$ cat config.mk
export PLATFORM = sky130hd
export DESIGN_NAME = sbp_ctrl
export DESIGN_NICKNAME = d
export VERILOG_FILES = /design/src/hdl/sbp_pkg.sv /design/src/hdl/sbp_ctrl.sv
export VERILOG_INCLUDE_DIRS = /design/src /design/src/hdl
export SDC_FILE = /design/constraint.sdc
export NUM_CORES = 1
export LEC_CHECK = 0
export BUFFER_PORTS_ARGS = -buffer_cell sky130_fd_sc_hd__buf_2
export CORE_AREA = 10 10 47 49
export CTS_CLUSTER_SIZE = 12
export DETAILED_ROUTE_END_ITERATION = 10
export DIE_AREA = 0 0 57 59
export HOLD_SLACK_MARGIN = 0.08
export REMOVE_ABC_BUFFERS = 1
export SETUP_SLACK_MARGIN = 0.15
export SLEW_MARGIN = 20
export SYNTH_ARGS = -nofsm -noshare
export SYNTH_HDL_FRONTEND = slang
export SYNTH_SLANG_ARGS = --single-unit
$ cat constraint.sdc
create_clock -name clk -period 2.4 [get_ports clk]
set_clock_uncertainty 0.05 [all_clocks]
set_input_delay 0.24 -clock clk [delete_from_list [all_inputs] [get_ports clk]]
set_output_delay 0.24 -clock clk [all_outputs]
set_load 0.05 [all_outputs]
$ cat src/hdl/sprite_blit_page_framebuffer_macros.svh
// assertion helpers shared by the block
`ifndef SPRITE_BLIT_PAGE_FRAMEBUFFER_MACROS_SVH
`define SPRITE_BLIT_PAGE_FRAMEBUFFER_MACROS_SVH

`ifndef SYNTH

`define SBP_ASSERT_IMP(lbl, ante, cons) \
  lbl: assert property (@(posedge clk) disable iff (rst) (ante) |-> (cons)) \
    else $error("sbp assertion failed");

`define SBP_ASSERT_NXT(lbl, ante, cons) \
  lbl: assert property (@(posedge clk) disable iff (rst) (ante) |=> (cons)) \
    else $error("sbp assertion failed");

`define SBP_ASSERT_ALW(lbl, prop) \
  lbl: assert property (@(posedge clk) disable iff (rst) (prop)) \
    else $error("sbp assertion failed");

`else

`define SBP_ASSERT_IMP(lbl, ante, cons)

`define SBP_ASSERT_NXT(lbl, ante, cons)

`define SBP_ASSERT_ALW(lbl, prop)

`endif

`endif

$ cat src/hdl/sbp_pkg.sv
package sbp_pkg;

  localparam int SCREEN_WIDTH  = 128;
  localparam int SCREEN_HEIGHT = 64;
  localparam int PAGES         = SCREEN_HEIGHT / 8;
  localparam int STORE_DEPTH   = 1024;
  localparam int ADDR_W        = $clog2(STORE_DEPTH);
  localparam int MASK_W        = 16;
  localparam int MAX_W         = 128;
  localparam int MAX_H         = 64;

  typedef struct packed {
    logic              op;
    logic signed [7:0] pos_x;
    logic signed [7:0] pos_y;
    logic [7:0]        sprite_width;
    logic [6:0]        sprite_height;
    logic [1:0]        color_mode;
    logic              mirror;
    logic [7:0]        data_byte;
    logic              last_byte;
    logic [9:0]        read_addr;
  } in_item_t;

  typedef struct packed {
    logic [15:0] collision_mask;
    logic        blit_done;
    logic [7:0]  read_data;
  } out_item_t;

  typedef struct packed {
    logic clear_step;
    logic capture;
    logic rd_up;
    logic mod_up;
    logic mod_lo;
    logic finish;
  } cmd_t;

  typedef struct packed {
    logic clr_last;
    logic is_read;
  } sts_t;

endpackage

$ cat src/hdl/sbp_ctrl.sv
`include "sprite_blit_page_framebuffer_macros.svh"

module sbp_ctrl (
  input  logic          clk,
  input  logic          rst,
  input  logic          in_valid,
  output logic          in_ready,
  output logic          out_valid,
  input  logic          out_ready,
  input  sbp_pkg::sts_t sts,
  output sbp_pkg::cmd_t cmd
);
  import sbp_pkg::*;

  typedef enum logic [2:0] {
    S_CLEAR,
    S_IDLE,
    S_READ,
    S_MOD0,
    S_MOD1,
    S_FIN
  } state_t;

  state_t state;
  state_t state_next;
  logic   out_free;

  assign in_ready = (state == S_IDLE);
  assign out_free = !out_valid || out_ready;

  always_comb begin
    cmd        = '0;
    state_next = state;
    case (state)
      S_CLEAR: begin
        cmd.clear_step = 1'b1;
        if (sts.clr_last) begin
          state_next = S_IDLE;
        end
      end
      S_IDLE: begin
        if (in_valid) begin
          cmd.capture = 1'b1;
          state_next  = S_READ;
        end
      end
      S_READ: begin
        cmd.rd_up  = 1'b1;
        state_next = sts.is_read ? S_FIN : S_MOD0;
      end
      S_MOD0: begin
        cmd.mod_up = 1'b1;
        state_next = S_MOD1;
      end
      S_MOD1: begin
        cmd.mod_lo = 1'b1;
        if (out_free) begin
          cmd.finish = 1'b1;
          state_next = S_IDLE;
        end else begin
          state_next = S_FIN;
        end
      end
      S_FIN: begin
        if (out_free) begin
          cmd.finish = 1'b1;
          state_next = S_IDLE;
        end
      end
      default: begin
        state_next = S_IDLE;
      end
    endcase
  end

  always_ff @(posedge clk) begin
    if (rst) begin
      state     <= S_CLEAR;
      out_valid <= 1'b0;
    end else begin
      state <= state_next;
      if (cmd.finish) begin
        out_valid <= 1'b1;
      end else if (out_ready) begin
        out_valid <= 1'b0;
      end
    end
  end

  `SBP_ASSERT_NXT(a_finish_shows, cmd.finish, out_valid)
  `SBP_ASSERT_ALW(a_one_mem_op, $onehot0({cmd.clear_step, cmd.rd_up, cmd.mod_up, cmd.mod_lo}))
  `SBP_ASSERT_NXT(a_accept_busy, in_valid && in_ready, !in_ready)
  `SBP_ASSERT_NXT(a_fin_waits, state == S_FIN && !out_free, state == S_FIN)
endmodule

==> results.cfg, run 1 <==
[clock_network]
cts-root-buf = clkbuf_4
post_cts_resized = 0
path_clk_slew_ns = 0.04
cts.sinks = 4
cts_setup_buffers = 0
cts_tree = built
clock_path_buffers = 2
numCtsBuffers = 3
cts_hold_buf = 0
htree_levels = 1
clk_latency_ns = 0.23

[global_routing]
grt_usage_pct = 4.273
grt.overflow.total = 0
grt_max_degree = 12
antenna_found_initial = 0
grt_first_pass_wirelength_um = 1090
grt_pass1_vias = 259

[setup_path]
slowest_stage = dfxtp_1
critical_path.top_delay_family = flip-flops
setup.worst_path.end_class = output pin
path_max_fanout = 9
critPathLaunchType = flop
cp_num_buf_inv = 2
critPathRequiredTime_ns = 2.11
r2r-end = state[0]
r2r_start = state[0]
slowest_delay_ns = 0.43
crit_type = flop to output pin
worst_r2r_path_depth = 3
ff2ff_setup_slack_ns = 1.29
cp.arrival_ns = 1.29
crit_chain = inv_1, nor3b_1, buf_2

[run_status]
outcome = completed

[synth]
yosysUniqueCellTypes = 14
syn-instance-count = 28
ys_ff_latch = 4
synth_area_um2 = 220.2
yosysWarnings = 0
ys_seq_area_share_pct = 36.36
yosys.area.top_type_share_pct = 36.36
ys_top_cells_by_area = dfxtp_1 (36%), nor3b_1 (10%), nand2b_1 (8.5%)
syn_area_per_cell_um2 = 7.865
yosys.area.top_type = dfxtp_1

[die]
rows = 14
die_y_um = 59
core_area_um2 = 1401
die_w_um = 57
start_util_pct = 15.71
io-pin-count = 14
dieArea_um2 = 3363

[layout]
synthToLayoutAreaGrowth_pct = 44.32
seq_area_um2 = 80.08
insertedDiodeCount = 0
final_cell_mix = buf_2 (13), dfxtp_1 (4)
nets = 50
fillers = 174
layout_commonest_cell = buf_2
multiInputGateArea_um2 = 126.4
drive_gt1_share_pct = 40.48

[sta]
final.min_clock_period_ns = 1.578
holdWs_ns = 0.1765
setup_violations = 0
hold_viol = 0
post-route-period-util_pct = 65.77
rsz0062_at_grt = no
worst_slew_margin_rel_pct = 81.31
final-max-slew-violation-count = 0
max_freq_mhz = 633.5
tightest_slew_ns = 0.2800
setup_tns_ns = 0

[placement]
gp_congestion = 0.6748
numPortBuffers = 13
dp_hpwl_um = 507.4

[power]
max-vdd-ir-drop_v = 0.0001737
p_per_area_nw_per_um2 = 665.5
leakagePower_nw = 0.1443

[hold_path]
holdPathEnd = out_valid
worstHoldPathCells = 2
hp-start = rst
min_path_type = input port to flop

[drt]
via_per_inst = 4.000
drcViolationCount = 0
drt_first_pass_iters = 3
detail_route.iter0.violations = 2
num_vias = 232
totalWireLength_um = 611
antenna_left = 0
wl_per_cell_um = 10.53

[job]
maxCapViolations = 0
==> synth_stat cells <==
library cell	n
inv_1	1
a31oi_1	1
o22ai_1	1
buf_2	2
nor2b_1	2
nor3b_1	3
nor3_1	3
or3_1	1
nand2b_1	3
nor2_1	3
a21oi_1	2
dfxtp_1	4
and4bb_2	1
o21ai_0	1
==> routing by layer <==
layer / global-route usage [%] / part of all wire (%) / vias to the layer above
met3: 2.361 / 7.5 / 2
li1: - / - / 127
met5: 0 / 0 / -
met4: 4.027 / 0.98 / 0
met1: 4.260 / 46 / 95
met2: 6.202 / 45 / 8
==> registers in the layout, summed over array words and instances, names as in the netlist <==
name       count
state          3
out_valid      1
==> how the worst max path moves through the flow <==
stage                     slack, ns      to  cells past startpoint     start
after floorplan                0.47  cmd[2]                      2  state[1]
after global placement         1.10  cmd[2]                      3  state[1]
after detailed placement       1.08  cmd[2]                      3  state[1]
after CTS                      0.82  cmd[2]                      3  state[1]
after global routing           0.71  cmd[2]                      3  state[1]
final                          0.82  cmd[2]                      3  state[1]
==> area by class of cell <==
| class | instances | share of cell area [%] |
|---|---|---|
| repair buffers | 13 | 20.47 |
| clock buffers | 3 | 7.087 |
| well taps | 16 | 6.299 |
| inverters | 1 | 1.181 |
| flip-flops and latches | 4 | 25.20 |
| multi-input cells | 21 | 39.76 |
==> report_power, final <==
| group | internal (mW) | switching, mW |
|---|---|---|
| Clock | 0.0557 | 0.0249 |
| Combinational | 0.0167 | 0.0377 |
| Sequential | 0.0702 | 0.00627 |
| Total | 0.143 | 0.0689 |
==> kinds of logic (layout without fill, tap and decap cells) <==
kind of cell	after synthesis	in the layout	synth area share (%)
AOI/OAI and AO/OA	5	5	12.50
and+or+nand+nor	16	16	44.88
DFF	4	4	36.37
buffers and inverters	3	17	6.249
==> stage by stage <==
step | worst slack [ns] | cells | util, % | cell area [um^2] | total power [mW]
after floorplan | 0.4741 | 26 | - | 210.2 | 0.1170
after global placement | 1.105 | 55 | 21.07 | 295.3 | 0.1320
after detailed placement | 1.078 | 55 | 21.07 | 295.3 | 0.1326
after CTS | 0.8225 | 58 | 22.68 | 317.8 | 0.2172
after global routing | 0.7053 | 58 | 22.68 | 317.8 | 0.2240
final | 0.8216 | 58 | 22.68 | 317.8 | 0.2115
Power figures use the tool's default switching activity.
==> inputs of run 2 (changes only) <==
==> constraint.sdc (replaced) <==
create_clock -name clk -period 1.4 [get_ports clk]
set_clock_uncertainty 0.05 [all_clocks]
set_input_delay 0.14 -clock clk [delete_from_list [all_inputs] [get_ports clk]]
set_output_delay 0.14 -clock clk [all_outputs]
set_load 0.05 [all_outputs]
==> results.cfg, run 2 (same netlist as run 1, synthesis figures left out) <==
[setup_path]
crit_type = flop to output pin
ff2ff_setup_slack_ns = 0.32
worst_r2r_path_depth = 3
setup.worst_path.end_class = output pin
path_max_fanout = 8
r2r_start = state[0]
critPathRequiredTime_ns = 1.21
crit_start = state[2]
r2r-end = state[0]
critPathLaunchType = flop
cp.arrival_ns = 1.06

[global_routing]
grt_first_pass_wirelength_um = 1124
grt_busiest_layer = met2
grt_pass1_vias = 269
grt.overflow.total = 0
met1_usage_pct = 3.905
grt_usage_pct = 4.359
met2_usage_pct = 6.822
grt_max_degree = 12
grtUsageMet3_pct = 2.575
antenna_found_initial = 0

[layout]
instances_no_fill = 62
final_cell_mix = buf_2 (6), buf_4 (6)
largest_reg_flops = 3
insertedDiodeCount = 0
synthToLayoutAreaGrowth_pct = 90.91
regMostFlops = state
nets = 54
postLayoutCellArea_um2 = 420.4
reg_top3 = state (3), out_valid (1)
fillers = 159
drive_gt1_share_pct = 60.87

[power]
p_per_area_nw_per_um2 = 916.3
leakagePower_nw = 0.1800
max-vdd-ir-drop_v = 0.0003261

[drt]
antenna_left = 0
drcViolationCount = 0
num_vias = 264
detail_route.iter0.violations = 0
wl_per_cell_um = 10.66
totalWireLength_um = 661
via_per_inst = 4.258
drt_first_pass_iters = 1

[sta]
final.min_clock_period_ns = 1.249
holdWs_ns = 0.1760
hold_viol = 0
rsz0062_at_grt = yes
final-max-slew-violation-count = 0
post-route-period-util_pct = 89.20
setup_tns_ns = 0
max_freq_mhz = 800.8
worst_slew_margin_rel_pct = 83.42
tightest_slew_ns = 0.2505
setup_violations = 0

[placement]
dp_hpwl_um = 506.3
placed_cells = 55
numPortBuffers = 13
placed_cell_area_um2 = 295.3
gp_congestion = 0.6751

[clock_network]
path_clk_slew_ns = 0.04
cts-root-buf = clkbuf_4
cts.sinks = 4
cts_tree = built
clk_latency_ns = 0.23
htree_levels = 1
numCtsBuffers = 3
clock_path_buffers = 2

[hold_path]
min_path_type = input port to flop
worstHoldPathCells = 3
holdPathEnd = out_valid
hp-start = out_ready

[die]
rows = 14
start_util_pct = 15.71
dieArea_um2 = 3363
core_area_um2 = 1401
die_y_um = 59
die_w_um = 57
io-pin-count = 14

[run_status]
outcome = completed

[job]
maxCapViolations = 0
-- run 2: worst max-delay path, cell delays in order, from the launching register on --
cell and delay [ns]:
dfxtp_4 0.37, and4bb_2 0.31, buf_8 0.15
-- run 2: stage by stage --
step                      utilization, %  setup slack (ns)  total power [mW]
final                              30.00            0.1512            0.3852
after detailed placement           21.07            0.1752            0.2272
after global placement             21.07            0.2047            0.2264
after floorplan                        -           -0.4259            0.2006
after CTS                          27.50            0.1338            0.3850
after global routing               30.00            0.1193            0.4076
-- run 2: per-layer routing --
metal	vias to the layer above	wire length [um]
li1	136	-
met1	116	277
met2	10	322
met3	2	54
met4	0	6
met5	-	0
-- run 2: layout make-up --
cell class	instances	area [um^2]	area share, %
Inverter	1	6.256	1.488
Tap cell	16	20.02	4.762
Sequential cell	4	91.34	21.73
Multi-Input combinational cell	21	146.4	34.82
Clock buffer	3	22.52	5.357
Timing Repair Buffer	17	133.9	31.85
-- run 2: timing repair --
| action | CTS | global route |
|---|---|---|
| endpoints found under the hold margin | 4 | 0 |
| setup buffers | 1 | 2 |
| hold buffers | 1 | 0 |
| endpoints found under the setup margin | 7 | 7 |
| gates resized for setup | 17 | 8 |
| pin swaps | 1 | 2 |
-- run 2: worst max-delay path by stage --
stage | to | slack (ns)
floorplan | cmd[2] | -0.43
global placement | cmd[2] | 0.20
detailed placement | cmd[2] | 0.18
CTS | cmd[4] | 0.13
global route | cmd[4] | 0.12
finish | cmd[4] | 0.15
-- run 2: power breakdown --
part / switching [mW] / internal (mW)
sequential: 0.0124 / 0.119
combinational: 0.0688 / 0.0483
clock: 0.0415 / 0.0955
total: 0.123 / 0.262
==> inputs of run 3 (changes only) <==
==> constraint.sdc (replaced) <==
create_clock -name clk -period 1.3 [get_ports clk]
set_clock_uncertainty 0.05 [all_clocks]
set_input_delay 0.13 -clock clk [delete_from_list [all_inputs] [get_ports clk]]
set_output_delay 0.13 -clock clk [all_outputs]
set_load 0.05 [all_outputs]
==> results.cfg, run 3 (same netlist as run 1, synthesis figures left out) <==
[global_routing]
grt.overflow.total = 0
grt_max_degree = 12
antenna_found_initial = 0
grt_pass1_vias = 284
grt_first_pass_wirelength_um = 1179
grt_usage_pct = 4.575

[sta]
worst_slew_margin_rel_pct = 83.43
worst_slack_ns = 0.05680
final.min_clock_period_ns = 1.243
tightest_slew_ns = 0.2460
post-route-period-util_pct = 95.63
setup_violations = 0
rsz0062_at_grt = yes
max_freq_mhz = 804.4
final-max-slew-violation-count = 0
hold_viol = 0

[layout]
layout_commonest_cell = buf_2
synthToLayoutAreaGrowth_pct = 97.16
postLayoutCellArea_um2 = 434.2
regMostFlops = state
final_util_pct = 30.98
reg_top3 = state (3), out_valid (1)
insertedDiodeCount = 0
drive_gt1_share_pct = 66.67
nets = 53
largest_reg_flops = 3
fillers = 160
final_cell_mix = buf_2 (6), clkbuf_4 (3), buf_4 (3), buf_6 (3), dfxtp_4 (3)
instances_no_fill = 61

[setup_path]
slowest_delay_ns = 0.37
critPathLaunchType = flop
path_max_fanout = 8
crit_chain = and4bb_2, buf_8
cp_num_buf_inv = 1
critPathRequiredTime_ns = 1.12
critical_path.top_delay_family = flip-flops
setup.worst_path.end_class = output pin
crit_type = flop to output pin
slowest_stage = dfxtp_4
cp.arrival_ns = 1.06

[clock_network]
numCtsBuffers = 3
clock_path_buffers = 2
path_clk_slew_ns = 0.04
cts_tree = built
cts.sinks = 4
clk_latency_ns = 0.23
htree_levels = 1
cts-root-buf = clkbuf_4

[placement]
placed_cell_area_um2 = 295.3
numPortBuffers = 13
placed_cells = 55
dp_hpwl_um = 506.3
gp_congestion = 0.6751
dpl_worst_slack_ns = 0.08520

[drt]
drcViolationCount = 0
antenna_left = 0
met2WireLength_um = 387
detail_route.iter0.violations = 0
via_per_inst = 4.328
num_vias = 264
topRoutingLayerUsed = met4
wirelength_met1_um = 279
wl_per_cell_um = 11.72
route.met3.wl_um = 40
drt_first_pass_iters = 1
totalWireLength_um = 715

[die]
die_w_um = 57
core_area_um2 = 1401
dieArea_um2 = 3363
io-pin-count = 14
die_y_um = 59
rows = 14
start_util_pct = 15.71

[power]
max-vdd-ir-drop_v = 0.0003306
leakagePower_nw = 0.1763
p_per_area_nw_per_um2 = 969.3

[hold_path]
min_path_type = input port to flop

[run_status]
outcome = completed

[job]
maxCapViolations = 0
-- run 3: stage by stage --
stage | hold WS (ns) | total power [mW] | setup TNS, ns
after floorplan | 0.1491 | 0.2161 | -2.096
after global placement | 0.2986 | 0.2438 | 0
after detailed placement | 0.3089 | 0.2447 | 0
after CTS | 0.1542 | 0.4221 | 0
after global routing | 0.1945 | 0.4434 | 0
final | 0.1668 | 0.4209 | 0
-- run 3: tightest hold or removal path, delay by kind of cell --
kind | cells | cell delay, ns
buffers and inverters | 1 | 0.07
AO/OA/AOI/OAI | 1 | 0.07
AND/OR/NAND/NOR | 1 | 0.12
-- run 3: final timing paths --
kind,startpoint,endpoint,slack [ns],cells past startpoint
worst max-delay path,state[2],cmd[4],0.06,2
worst min-delay path,out_ready,out_valid,0.17,3
worst max register to register,state[1],state[0],0.12,4
worst min register to register,out_valid,out_valid,0.47,2
-- run 3: cell type report --
class	instances	area (um^2)	area share, %
timing repair buffer	16	131.4	30.26
sequential	4	91.34	21.04
tap	16	20.02	4.611
clock buffer	3	22.52	5.187
inverter	1	6.256	1.441
multi-input combinational	21	162.7	37.46
-- run 3: power breakdown --
group | internal, mW | switching, mW | total (mW)
combinational | 0.0534 | 0.0770 | 0.130
clock | 0.103 | 0.0450 | 0.148
sequential | 0.128 | 0.0148 | 0.143
total | 0.284 | 0.137 | 0.421
-- run 3: routing by layer --
layer	GRT usage, %	vias up
met5	0	-
met4	4.027	0
met3	2.575	2
met2	7.907	8
met1	3.669	119
li1	-	135
-- run 3: repair_timing --
item	in CTS	in global routing
endpoints found under the setup margin	7	9
hold endpoints to repair	4	0
pin swaps	1	3
buffers inserted	2	0
hold buffers	1	0
resized for setup	23	8
